**config.mk**
```make
export PLATFORM = sky130hd
export DESIGN_NAME = display_command_list_framer_top
export DESIGN_NICKNAME = d
export VERILOG_FILES = /design/src/hw/rtl/dclf_pkg.sv /design/src/hw/rtl/display_command_list_framer_top.sv /design/src/hw/rtl/dclf_word_mem.sv /design/src/hw/rtl/dclf_ctrl.sv
export SDC_FILE = /design/constraint.sdc
export NUM_CORES = 1
export LEC_CHECK = 0
export ABC_AREA = 0
export BUFFER_PORTS_ARGS = -buffer_cell sky130_fd_sc_hd__buf_4
export CAP_MARGIN = 40
export CORE_MARGIN = 5
export CORE_UTILIZATION = 40
export DETAILED_ROUTE_END_ITERATION = 8
export GPL_TIMING_DRIVEN = 0
export PLACE_DENSITY = 0.52
export SYNTH_ARGS = -nofsm -noshare
export SYNTH_HDL_FRONTEND = slang
export SYNTH_SLANG_ARGS = --single-unit
```
**constraint.sdc**
```tcl
create_clock -name aclk -period 7.8 [get_ports aclk]
set_clock_uncertainty 0.05 [all_clocks]
set_input_delay 0.39 -clock aclk [delete_from_list [all_inputs] [get_ports aclk]]
set_output_delay 0.39 -clock aclk [all_outputs]
set_load 0.03 [all_outputs]
```
**src/hw/rtl/dclf_pkg.sv**
```systemverilog
// ----------------------------------------------------------------------------
// dclf_pkg
// Types, opcode constants and the command length table for the framer.
// ----------------------------------------------------------------------------
package dclf_pkg;

    localparam int WORD_W      = 64;
    localparam int OPC_W       = 6;
    localparam int LEN_W       = 5;
    localparam int OPC_LO      = 56;
    localparam int OUT_TDATA_W = 72;  // word + opcode, padded to bytes

    localparam logic [OPC_W-1:0] FIRST_FWD_OPCODE = 6'd8;
    localparam logic [OPC_W-1:0] SYNC_FULL_OPCODE = 6'd41;
    localparam logic [OPC_W-1:0] OPC_PAIR_A       = 6'd36;
    localparam logic [OPC_W-1:0] OPC_PAIR_B       = 6'd37;
    localparam logic [2:0]       TRI_GROUP        = 3'd1;

    localparam logic [LEN_W-1:0] LEN_PAIR   = 5'd2;
    localparam logic [LEN_W-1:0] LEN_SINGLE = 5'd1;

    // Triangle command lengths, opcodes 8..15
    localparam logic [LEN_W-1:0] TRI_LEN [8] = '{
        5'd4, 5'd6, 5'd12, 5'd14, 5'd12, 5'd14, 5'd20, 5'd22
    };

    typedef enum logic {
        ST_COLLECT,
        ST_EMIT
    } state_t;

    typedef struct packed {
        logic wr_en;
        logic rd_en;
    } mem_cmd_t;

    function automatic logic [LEN_W-1:0] cmd_len(input logic [OPC_W-1:0] op);
        logic [LEN_W-1:0] len;
        len = LEN_SINGLE;
        if (op[OPC_W-1:3] == TRI_GROUP) begin
            len = TRI_LEN[op[2:0]];
        end else begin
            case (op) inside
                OPC_PAIR_A, OPC_PAIR_B: len = LEN_PAIR;
                default:                len = LEN_SINGLE;
            endcase
        end
        return len;
    endfunction

endpackage

```
**src/hw/rtl/display_command_list_framer_top.sv**
```systemverilog
// ----------------------------------------------------------------------------
// display_command_list_framer_top
// Frames 64-bit display command words into whole commands and forwards
// commands with opcode 8 and up as tagged word runs.
//
//   channel | dir | carries
//   s_      | in  | tdata = command word
//   m_      | out | tdata = word, opcode; tlast = last word; tuser = sync irq
//
// Words are taken one per cycle while collecting. Once the last word of a
// forwarded command is in, input stalls while the store is replayed, one
// word per cycle through the registered read port. Dropped commands are
// taken without stalling the input and give no output. m_tready low holds
// the replay. Synchronous reset clears the sequencer; the word store is
// not cleared.
// ----------------------------------------------------------------------------
module display_command_list_framer_top import dclf_pkg::*; #(
    parameter int MAX_COMMAND_WORDS = 22
) (
    input  logic                   aclk,
    input  logic                   aresetn,
    input  logic                   s_tvalid,
    output logic                   s_tready,
    input  logic [WORD_W-1:0]      s_tdata,   // [63:0] command_word
    output logic                   m_tvalid,
    input  logic                   m_tready,
    output logic [OUT_TDATA_W-1:0] m_tdata,   // [63:0] out_word, [69:64] out_opcode
    output logic                   m_tlast,   // last_word
    output logic                   m_tuser    // sync_interrupt
);

    localparam int ADDR_W = $clog2(MAX_COMMAND_WORDS);

    mem_cmd_t          mem_cmd;
    logic [ADDR_W-1:0] waddr;
    logic [ADDR_W-1:0] raddr;
    logic [WORD_W-1:0] rdata;
    logic [OPC_W-1:0]  m_opcode;

    dclf_ctrl #(
        .ADDR_W (ADDR_W)
    ) u_ctrl (
        .aclk     (aclk),
        .aresetn  (aresetn),
        .s_valid  (s_tvalid),
        .s_ready  (s_tready),
        .s_word   (s_tdata),
        .mem_cmd  (mem_cmd),
        .waddr    (waddr),
        .raddr    (raddr),
        .m_valid  (m_tvalid),
        .m_ready  (m_tready),
        .m_opcode (m_opcode),
        .m_last   (m_tlast),
        .m_sync   (m_tuser)
    );

    dclf_word_mem #(
        .DEPTH  (MAX_COMMAND_WORDS),
        .ADDR_W (ADDR_W)
    ) u_mem (
        .aclk    (aclk),
        .mem_cmd (mem_cmd),
        .waddr   (waddr),
        .wdata   (s_tdata),
        .raddr   (raddr),
        .rdata   (rdata)
    );

    assign m_tdata = {{(OUT_TDATA_W - WORD_W - OPC_W){1'b0}}, m_opcode, rdata};

endmodule

```
**src/hw/rtl/dclf_word_mem.sv**
```systemverilog
// ----------------------------------------------------------------------------
// dclf_word_mem
// Holding store for the words of one command; one write and one registered
// read port.
// ----------------------------------------------------------------------------
module dclf_word_mem import dclf_pkg::*; #(
    parameter int DEPTH  = 22,
    parameter int ADDR_W = 5
) (
    input  logic              aclk,
    input  mem_cmd_t          mem_cmd,
    input  logic [ADDR_W-1:0] waddr,
    input  logic [WORD_W-1:0] wdata,
    input  logic [ADDR_W-1:0] raddr,
    output logic [WORD_W-1:0] rdata
);

    logic [WORD_W-1:0] mem [DEPTH];
    logic [WORD_W-1:0] rdata_reg;

    always_ff @(posedge aclk) begin
        if (mem_cmd.wr_en) begin
            mem[waddr] <= wdata;
        end
    end

    // read data holds while the output stage is stalled
    always_ff @(posedge aclk) begin
        if (mem_cmd.rd_en) begin
            rdata_reg <= mem[raddr];
        end
    end

    assign rdata = rdata_reg;

endmodule

```
**src/hw/rtl/dclf_ctrl.sv**
```systemverilog
// ----------------------------------------------------------------------------
// dclf_ctrl
// Collect/emit sequencer: counts words into the store, decodes the command
// length and replays forwarded commands with per-word tags.
// ----------------------------------------------------------------------------
module dclf_ctrl import dclf_pkg::*; #(
    parameter int ADDR_W = 5
) (
    input  logic              aclk,
    input  logic              aresetn,
    input  logic              s_valid,
    output logic              s_ready,
    input  logic [WORD_W-1:0] s_word,
    output mem_cmd_t          mem_cmd,
    output logic [ADDR_W-1:0] waddr,
    output logic [ADDR_W-1:0] raddr,
    output logic              m_valid,
    input  logic              m_ready,
    output logic [OPC_W-1:0]  m_opcode,
    output logic              m_last,
    output logic              m_sync
);

    localparam int CNT_W = ADDR_W + 1;

    state_t            state_reg,  state_next;
    logic [ADDR_W-1:0] count_reg,  count_next;
    logic [OPC_W-1:0]  opcode_reg, opcode_next;
    logic [LEN_W-1:0]  len_reg,    len_next;
    logic [ADDR_W-1:0] rd_idx_reg, rd_idx_next;
    logic              valid_reg,  valid_next;
    logic [OPC_W-1:0]  out_op_reg;
    logic              out_last_reg;
    logic              out_sync_reg;

    logic [OPC_W-1:0]  cur_op;
    logic [LEN_W-1:0]  cur_len;
    logic              word_done;
    logic              rd_last;
    logic              advance;

    assign cur_op    = (count_reg == '0) ? s_word[OPC_LO +: OPC_W] : opcode_reg;
    assign cur_len   = cmd_len(cur_op);
    assign word_done = (CNT_W'(count_reg) + CNT_W'(1)) == CNT_W'(cur_len);
    assign rd_last   = (CNT_W'(rd_idx_reg) + CNT_W'(1)) == CNT_W'(len_reg);
    assign advance   = !valid_reg || m_ready;

    always_comb begin
        state_next  = state_reg;
        count_next  = count_reg;
        opcode_next = opcode_reg;
        len_next    = len_reg;
        rd_idx_next = rd_idx_reg;
        valid_next  = valid_reg;
        mem_cmd     = '0;
        waddr       = count_reg;
        raddr       = rd_idx_reg;
        s_ready     = (state_reg == ST_COLLECT);

        if (valid_reg && m_ready) begin
            valid_next = 1'b0;
        end

        unique case (state_reg)
            ST_COLLECT: begin
                if (s_valid) begin
                    mem_cmd.wr_en = 1'b1;
                    opcode_next   = cur_op;
                    if (word_done) begin
                        count_next = '0;
                        // low opcodes are consumed and dropped
                        if (cur_op >= FIRST_FWD_OPCODE) begin
                            state_next  = ST_EMIT;
                            len_next    = cur_len;
                            rd_idx_next = '0;
                        end
                    end else begin
                        count_next = count_reg + ADDR_W'(1);
                    end
                end
            end
            ST_EMIT: begin
                if (advance) begin
                    mem_cmd.rd_en = 1'b1;
                    valid_next    = 1'b1;
                    rd_idx_next   = rd_idx_reg + ADDR_W'(1);
                    if (rd_last) begin
                        state_next = ST_COLLECT;
                    end
                end
            end
            default: state_next = ST_COLLECT;
        endcase
    end

    always_ff @(posedge aclk) begin
        if (!aresetn) begin
            state_reg  <= ST_COLLECT;
            count_reg  <= '0;
            opcode_reg <= '0;
            rd_idx_reg <= '0;
            valid_reg  <= 1'b0;
        end else begin
            state_reg  <= state_next;
            count_reg  <= count_next;
            opcode_reg <= opcode_next;
            rd_idx_reg <= rd_idx_next;
            valid_reg  <= valid_next;
        end
    end

    // tags ride alongside the registered memory read
    always_ff @(posedge aclk) begin
        len_reg <= len_next;
        if (mem_cmd.rd_en) begin
            out_op_reg   <= opcode_reg;
            out_last_reg <= rd_last;
            out_sync_reg <= rd_last && (opcode_reg == SYNC_FULL_OPCODE);
        end
    end

    assign m_valid  = valid_reg;
    assign m_opcode = out_op_reg;
    assign m_last   = out_last_reg;
    assign m_sync   = out_sync_reg;

endmodule

```
=== Word level (Yosys, flattened, before mapping) ===
Memories as Yosys holds them, arrays and structs flattened. A register that Yosys moved wholly into a read port is not among the register bits.
Index checks and enable logic that the tools add are counted.

* Bits of input ports: 68
* Output and inout port bits: 76
* Bits in writable memories: 1408
* Register bits: 31
* Memories kept: 2
* Word-level logic and storage cells: 64
* ROM bits: 40

{| class="wikitable"
|+ Memory list
! memory !! words !! bits a word !! read ports !! clocked after Yosys merged registers in !! write ports !! RTL line !! text
|-
| u_mem.mem || 22 || 64 || 1 || 1 || 1 || dclf_word_mem.sv:18 || <nowiki>logic [WORD_W-1:0] mem [DEPTH];</nowiki>
|-
| (name not given) || 8 || 5 || 1 || 0 || 0 || dclf_pkg.sv:41 || <nowiki>len = TRI_LEN[op[2:0]];</nowiki>
|}

* Muxes and demuxes: 26
* Bitwise logic cells: 2
* Eq/ne operators: 10
* Order comparisons: 2
* Add/sub/neg operators: 4
* Reductions and logical operators: 9

{| class="wikitable"
|+ Operator list
! kind !! count
|-
| $mux W5 || 8
|-
| $eq A6 B6 Y1 const B || 3
|-
| $mux W1 || 14
|-
| $add A5 B1 Y6 const B || 2
|-
| $eq A6 B5 Y1 || 2
|-
| $add A5 B1 Y5 const B || 2
|-
| $pmux W5 S2 || 1
|-
| $reduce_and A4 Y1 || 2
|-
| $ge A6 B4 Y1 const B || 1
|-
| $mux W6 || 1
|-
| $logic_not A5 Y1 || 1
|-
| $ge A4 B4 Y1 const B || 1
|-
| $ne A2 B1 Y1 const B || 2
|-
| $ne A2 B2 Y1 const B || 2
|-
| $not A3 Y4 || 1
|-
| $eq A3 B1 Y1 const B || 1
|-
| $logic_and A1 B1 Y1 || 2
|-
| $mux W2 || 1
|-
| $pmux W1 S2 || 1
|-
| $reduce_and A2 Y1 || 1
|-
| $reduce_or A2 Y1 || 1
|-
| $logic_not A1 Y1 || 1
|-
| $logic_or A1 B1 Y1 || 1
|-
| $not A1 Y1 || 1
|}

=== Logic depth before layout (Yosys ltp) ===
Gate-level depths: netlist of the first run.

* Depth after elaboration: 11
* Gate-level depth with buffers: 12
* Gate-level depth less buffers: 12

=== By module ===
A second synthesis of the first run with hierarchy kept.

* Cell total of the unflattened synthesis: 2931
* Area, all modules: 57756.6 sq um

{| class="wikitable"
|+ By module, submodules not included
! module !! area an instance (sq um) !! cells an instance !! instances !! seq. area each (sq um)
|-
| dclf_word_mem || 55972.4 || 2751 || 1 || 44202.4
|-
| dclf_ctrl || 1765.4 || 177 || 1 || 750.7
|-
| display_command_list_framer_top || 18.8 || 3 || 1 || 0.0
|}

=== Worst setup path after synthesis of the first run ===
OpenSTA, ideal clock, no wires.

* Path kind: reg-to-reg
* Start point: register u_ctrl.count_reg[2] (netlist: u_ctrl.waddr[2])
* End point: register u_ctrl.opcode_reg[0]
* Required time: 7.628 ns
* Path slack: 3.314 ns
* Clock period less this slack: 4.486 ns
* Arrival time: 4.315 ns
* Cell stages (with the launch flop): 6
* Path buffers: 1
* Setup time: 0.122 ns
* Cells stage by stage: dfxtp_1 clkbuf_1 or3_1 nor2_1 mux2i_1 nor2b_1

* Longest elaborated chain between the ends: 2

{| class="wikitable"
|+ RTL lines
! item !! RTL line !! text
|-
| start: declaration || dclf_ctrl.sv:27 || <nowiki>logic [ADDR_W-1:0] count_reg, count_next;</nowiki>
|-
| start signal: assignment || dclf_ctrl.sv:105 || <nowiki>count_reg <= count_next;</nowiki>
|-
| $logic_not A5 Y1 || dclf_ctrl.sv:42 || <nowiki>assign cur_op = (count_reg == '0) ? s_word[OPC_LO +: OPC_W] : opcode_reg;</nowiki>
|-
| $mux W6 || dclf_ctrl.sv:42 ||
|-
| end signal: assignment || dclf_ctrl.sv:106 || <nowiki>opcode_reg <= opcode_next;</nowiki>
|-
| end: declaration || dclf_ctrl.sv:28 || <nowiki>logic [OPC_W-1:0] opcode_reg, opcode_next;</nowiki>
|}

Every way passes these cells.
A chain may end at the register's enable or synchronous reset.

==> reports/metrics.yaml, run 1 <==
run_status:
  status: "complete, no violations"
cts:
  numCtsBuffers: 158
  cts_tree: "yes"
  cts.path.max_buffers: 3
  clkTransAtPathRegs_ns: 0.06
  post_cts_buffers: 0
  cts-root-buf: "clkbuf_16"
  cts_sinks: 1503
  clock_latency_ns: 0.78
  htreeDepth: 4
yosys:
  yosysUniqueCellTypes: 52
  synth_warnings: 0
  synth_top_family_by_area: "multiplexers"
  synthCells: 2510
  synth_xor_area_frac: 0.001991
  synth-simple-area-share: 0.01435
  synth_fa_ha_area_frac: 0.001313
  yosys.area.top_type: "edfxtp_1"
  syn_area_um2: 57180
  synthArstFlopShare: 0
  synth-seq-area-share: 0.7861
  synth_top_flop_cell: "edfxtp_1"
  synth_top_area_share: 0.7798
  avgSynthCellArea_um2: 22.78
  ys_ff_latch: 1503
  synth_area_leaders: "edfxtp_1, mux4_2, mux2i_1, o211ai_1, dfxtp_1"
  synth-compound-area-share: 0.01757
  synth.area.mux_share: 0.1643
  synth-edff-count: 1485
global_route:
  antenna_found_initial: 7
  grt_pass1_wl_um: 210700
  grt.total_usage: 0.1945
  grt_start_max_net_pins: 48
  grt_pass1_vias: 29070
  grt.overflow.total: 0
sta:
  fin_crit_ns: 4.665
  setup_ws_ns: 3.135
  final-setup-viol-count: 0
  hold_viol: 0
  rsz0062_at_grt: "no"
  final.period_utilization: 0.5981
  fin_tns_setup_ns: 0
  worstMarginPinSlew_ns: 0.9356
  slew_violations: 0
  slew_headroom: 0.3697
  fmax_mhz: 214.4
cells_and_area:
  fin_util: 0.4861
  drive_gt1_frac: 0.3005
  syn2layout_area_growth_pct: 20.51
  final_nets: 3091
  finalNonFillerCells: 5043
  largest_register_ffs: 1408
  postLayoutCellArea_um2: 68910
  n_fill_cell: 11370
routing:
  drt_iter0_markers: 2459
  wl_per_cell_um: 29.01
  totalWireLength_um: 146300
  final_antenna_net_count: 0
  vias: 27370
  drc_errors: 0
  dr.pass1.iters: 5
  vias_per_cell: 5.428
placed_design:
  dpl.cell_count: 4680
  routabilityCongestion: 0.7628
  dpl_cell_area_um2: 63220
  dpl.hpwl_um: 98030
  pre_cts_ws_ns: 3.066
  port_buffers: 141
floorplan:
  core_um2: 141800
  die_h_um: 388.1
  die-area_um2: 150600
  rows: 138
  start_util: 0.4034
  die_w_um: 388.1
  pin_count: 144
critical_path:
  timing.critical_path.to_type: "flip-flop"
  start_kind: "flip-flop"
  crit_type: "reg2reg"
  crit_required_ns: 8.13
  cp.arrival_ns: 4.99
  crit_fanout: 10
min_path:
  hold_path.class: "in2reg"
power:
  power_density_nw_per_um2: 263.2
  p_leak_nw: 21.35
  ir_drop_mv: 0.1424
flow_run:
  drv_cap: 0
[through the flow]
stage	hold WS [ns]	total power, mW
floorplan	0.3945	10.32
global placement	0.4549	10.93
detailed placement	0.4702	11.02
CTS	0.01862	18.35
global route	0.1052	18.80
finish	0.09820	18.14
[synth_stat cells, types with 2 or more instances]
master / number
dfxtp_1: 18
nor4bb_1: 3
xnor2_1: 9
o22ai_1: 2
and2_1: 2
nor3b_1: 6
mux2_2: 3
xor2_1: 4
o211a_1: 2
nand3_1: 7
and4_1: 2
nand2_1: 84
o211ai_1: 64
a211oi_1: 2
or4bb_1: 2
ha_1: 6
a21oi_1: 5
o21a_1: 2
inv_1: 72
buf_1: 31
buf_2: 26
nor3_1: 4
o21ai_0: 66
clkbuf_1: 70
mux2i_1: 71
nor2_1: 38
edfxtp_1: 1485
nand2b_1: 3
nor2b_1: 10
a21boi_0: 2
o2bb2ai_1: 2
mux4_2: 384
buf_4: 4
[what timing repair did]
action,4_1_cts,5_1_grt
hold buffers,66,0
gates resized for setup,0,0
endpoints found under the hold margin,1414,0
[worst paths after layout]
kind / from / slack (ns) / cells after the start / to
worst min-delay path: s_tvalid / 0.1 / 4 / u_ctrl.opcode_reg[2]$_SDFFE_PN0P_
worst min register to register: u_ctrl.opcode_reg[1]$_SDFFE_PN0P_ / 0.48 / 0 / u_ctrl.m_opcode[1]$_DFFE_PP_
worst max-delay path: u_ctrl.raddr[0]$_SDFFE_PN0P_ / 3.14 / 10 / u_mem.rdata[33]$_DFFE_PP_
worst max register to register: u_ctrl.raddr[0]$_SDFFE_PN0P_ / 3.14 / 10 / u_mem.rdata[33]$_DFFE_PP_
[cell usage in the layout (no fill, tap or decap), drive strengths merged, types with 3 or more instances in the layout]
| cell | synthesis | layout |
|---|---|---|
| o21ai | 66 | 66 |
| ha | 6 | 6 |
| nand3 | 7 | 7 |
| mux4 | 384 | 384 |
| nor4bb | 3 | 3 |
| buf | 62 | 342 |
| edfxtp | 1485 | 1485 |
| clkbuf | 70 | 264 |
| dfxtp | 18 | 18 |
| xnor2 | 9 | 9 |
| a21boi | 3 | 3 |
| mux2 | 3 | 3 |
| nor2 | 38 | 38 |
| mux2i | 71 | 71 |
| clkinv | 0 | 75 |
| nor2b | 10 | 10 |
| a21oi | 5 | 5 |
| dlygate4sd3 | 0 | 66 |
| xor2 | 4 | 4 |
| nand2 | 85 | 85 |
| nor4 | 3 | 3 |
| nand2b | 3 | 3 |
| inv | 72 | 82 |
| nor3 | 4 | 4 |
| o211ai | 64 | 64 |
| diode | 0 | 5 |
| nor3b | 6 | 6 |
| bufinv | 0 | 12 |
[power by group]
group	internal [mW]	switching [mW]
sequential	9.07	0.0498
combinational	0.758	0.964
clock	4.21	3.08
[cell type report]
type	instances	area, um^2	share of cell area
flip-flops and latches	1503	44950	0.6523
multi-input cells	804	11580	0.1680
clock buffers	194	4174	0.06057
repair buffers	346	4163	0.06040
well taps	1890	2365	0.03431
clock inverters	97	843.3	0.01224
plain buffers	132	551.8	0.008007
inverters	72	272.8	0.003958
diodes	5	12.51	0.0001816
[metal layers]
| layer | wire [um] | global-route usage | up-vias |
|---|---|---|---|
| li1 | - | - | 11580 |
| met3 | 7534 | 0.03445 | 177 |
| met1 | 61200 | 0.2613 | 14800 |
| met2 | 75180 | 0.3355 | 815 |
| met4 | 2374 | 0.04175 | 0 |
| met5 | 0 | 0 | - |
[kinds of logic after synthesis]
| family | after synthesis |
|---|---|
| mux | 458 |
| fa+ha+maj | 6 |
| other cells | 1 |
| buf+inv | 204 |
| compound gates | 155 |
| flops | 1503 |
| xor+xnor | 13 |
| simple gates | 170 |
[critical path, cell delays in order, from the launching register on]
cell and delay, ns:
dfxtp_1 0.33, buf_2 0.43, buf_2 0.41, buf_2 0.59, buf_4 0.37, buf_2 0.53
buf_2 0.50, mux2i_1 0.27, nand2_1 0.07, o211ai_1 0.21, o21ai_0 0.44
Note: power is estimated with default switching activity, not from simulation.
==> run 2: changes to the inputs <==
--- a/config.mk
+++ b/config.mk
@@ -5,7 +5,7 @@
 export SDC_FILE = /design/constraint.sdc
 export NUM_CORES = 1
 export LEC_CHECK = 0
-export ABC_AREA = 0
+export ABC_AREA = 1
 export BUFFER_PORTS_ARGS = -buffer_cell sky130_fd_sc_hd__buf_4
 export CAP_MARGIN = 40
 export CORE_MARGIN = 5
==> constraint.sdc (replaced) <==
create_clock -name aclk -period 4.45 [get_ports aclk]
set_clock_uncertainty 0.05 [all_clocks]
set_input_delay 0.2225 -clock aclk [delete_from_list [all_inputs] [get_ports aclk]]
set_output_delay 0.2225 -clock aclk [all_outputs]
set_load 0.03 [all_outputs]
==> run 2 against run 1 <==
Effect of this change:
- power is 150% higher
- combinational power grew to 9.1 times the previous value
- non-clock buffer count is 137 higher
- area after synthesis is 1.5% higher
==> reports/metrics.yaml, run 2 <==
yosys:
  yosysUniqueCellTypes: 40  # -23%
  synth-seq-area-share: 0.7743  # -0.01182
  post-synth-top-count-cell: "edfxtp_1"
  ys_ff_latch: 1503  # unchanged
  yosys.area.top_type: "edfxtp_1"
  synth_top_area_share: 0.7681  # -0.01173
  synthCells: 4116  # +64%
  synth_warnings: 0  # unchanged
  syn_area_um2: 58060  # +1.5%
  synthArstFlopShare: 0  # unchanged
  synth-edff-count: 1485  # unchanged
  synth_area_leaders: "edfxtp_1, o21ai_0, nor2_1, o221ai_1, nand3_1"
  synth_top_flop_cell: "edfxtp_1"
  avgSynthCellArea_um2: 14.11  # -38%
  synthTopCellsByCount: "edfxtp_1, nor2_1, o21ai_0, nand2_1, clkbuf_1"
cells_and_area:
  final_nets: 4662  # +51%
  syn2layout_area_growth_pct: 19.41
  drive_gt1_frac: 0.1182  # -0.1823
  final_cell_mix: "edfxtp_1, o21ai_0, nor2_1"
  final_common_cell: "edfxtp_1"
  fin_util: 0.4814  # -0.004728
  largest_register_ffs: 1408  # unchanged
cts:
  clkTransAtPathRegs_ns: 0.06  # about the same
  htreeDepth: 4  # unchanged
  clock_latency_ns: 0.81  # +0.03 ns
  numCtsBuffers: 161  # +1.9%
  cts_tree: "yes"
  cts_sinks: 1503  # unchanged
  post_cts_buffers: 0  # unchanged
  cts.path.max_buffers: 3  # unchanged
  cts-root-buf: "clkbuf_16"
sta:
  slew_violations: 0  # unchanged
  worstMarginPinSlew_ns: 0.9712  # +0.03562 ns
  fmax_mhz: 227.0  # +5.9%
  setup_ws_ns: 0.04463  # -3.090 ns
  hold_viol: 0  # unchanged
  slew_headroom: 0.3525  # -0.01716
  rsz0062_at_grt: "no"
  final-setup-viol-count: 0  # unchanged
  final.period_utilization: 0.9900  # +0.3919
  fin_crit_ns: 4.405  # -0.2596 ns
global_route:
  grt_pass1_wl_um: 269000  # +28%
  grt.overflow.total: 0  # unchanged
  antenna_found_initial: 10  # +3
  grt_pass1_vias: 36880  # +27%
  grt.total_usage: 0.2449  # +0.05037
  grt_start_max_net_pins: 26  # -46%
critical_path:
  crit_type: "reg2reg"
  timing.critical_path.to_type: "flip-flop"
  start_kind: "flip-flop"
  crit_required_ns: 4.91  # -3.22 ns
  cp.arrival_ns: 4.87  # -0.12 ns
  crit_fanout: 11  # +1
flow_run:
  drv_cap: 0  # unchanged
floorplan:
  rows: 139  # +0.72%
  pin_count: 144  # unchanged
  die_w_um: 391.0  # +0.74%
  die_h_um: 391.0  # +0.74%
  start_util: 0.4032  # about the same
  die-area_um2: 152900  # +1.5%
  core_um2: 144000  # +1.6%
min_path:
  hold_path.class: "in2reg"
routing:
  dr.pass1.iters: 6  # +1
  wl_per_cell_um: 28.76  # -0.85%
  vias: 38200  # +40%
  drt_iter0_markers: 4150  # +69%
  totalWireLength_um: 190400  # +30%
  drc_errors: 0  # unchanged
  final_antenna_net_count: 0  # unchanged
  vias_per_cell: 5.771  # +6.3%
power:
  power_density_nw_per_um2: 650.7  # +150%
  p_leak_nw: 22.50  # +5.4%
  ir_drop_mv: 0.3690  # +160%
run_status:
  status: "complete, no violations"
placed_design:
  dpl.hpwl_um: 130900  # +34%
  pre_cts_ws_ns: 0.009902  # -3.056 ns
  port_buffers: 140  # -0.71%
  routabilityCongestion: 0.8040  # +5.4%
## run 2: changes by cell type in the layout (fill, tap and decap cells not counted), sizes merged, moves of 42 or more
cell	previous run	this run
o21ai	66	607
o211ai	64	2
nand3	7	214
o22a	0	42
a21oi	5	142
nor2	38	597
clkbuf	264	423
a221oi	0	64
nand2	85	263
mux2i	71	0
mux4	384	0
o22ai	2	84
o221ai	0	172
## run 2: kinds of logic (layout without fill, tap and decap cells)
logic type	count (synthesis)	after routing	synth area share
AOI/OAI and AO/OA	1159	1159	0.1219
xor gates and xnor gates	7	7	0.001056
adders and majority gates	6	6	0.001293
buffers and inverters	355	950	0.02457
DFF	1503	1503	0.7743
other	1	6	0.00006459
and+or+nand+nor	1085	1085	0.07685
## run 2: worst paths after layout
| path | from | to | slack [ns] | depth (start not counted) |
|---|---|---|---|---|
| min | m_tready | u_ctrl.m_valid$_SDFF_PN0_ | 0.26 | 5 |
| max reg2reg | u_ctrl.raddr[0]$_SDFFE_PN0P_ | u_mem.rdata[57]$_DFFE_PP_ | 0.04 | 8 |
| min reg2reg | u_ctrl.opcode_reg[1]$_SDFFE_PN0P_ | u_ctrl.m_opcode[1]$_DFFE_PP_ | 0.41 | 0 |
| max | u_ctrl.raddr[0]$_SDFFE_PN0P_ | u_mem.rdata[57]$_DFFE_PP_ | 0.04 | 8 |
## run 2: through the flow
stage	instance area, um^2	cells	total power, mW	hold WS, ns	TNS [ns]
2_1_floorplan	58060	4117	24.98	0.2714	-152.91
3_3_place_gp	61500	6160	31.96	0.4119	-5439.65
3_5_place_dp	63690	6262	32.40	0.4018	0
4_1_cts	69320	6615	45.21	0.1867	0
5_1_grt	69320	6616	46.86	0.2403	0
6_report	69330	6619	45.11	0.2567	0
## run 2: power breakdown
group | switching [mW] | internal, mW | total (mW)
Combinational | 11.4 | 4.32 | 15.7
Clock | 5.64 | 7.17 | 12.8
Sequential | 0.167 | 16.4 | 16.6
## run 2: worst max-delay path: stages, from the launching register on
cell       delay, ns
dfxtp_1         0.85
buf_2           0.59
buf_2           0.46
buf_2           0.51
buf_2           0.44
o21ai_0         0.17
o221ai_1        0.37
nand3_1         0.13
a2bb2oi_1       0.53
## run 2: timing repair
item / CTS / global route
setup endpoints to repair: 2 / 0
resized for setup: 1 / 0
hold buffers: 67 / 0
endpoints found under the hold margin: 1424 / 0
## run 2: cell type report
type	instances	area [um^2]
fill	12660	74680
sequential	1503	44950
multi-input combinational	2259	11860
clock buffer	205	4194
timing repair buffer	309	3745
tap	1903	2381
buffer	306	1249
clock inverter	82	757.0
inverter	48	181.4
antenna	4	10.01
## run 2: metal layers
layer,wire [um],global-route usage,vias up,part of all wire
met1,81100,0.3495,19350,0.43
li1,-,-,16720,-
met4,4881,0.06827,8,0.026
met2,88190,0.3880,1818,0.46
met5,53,0,-,0.00028
met3,16150,0.04532,312,0.085
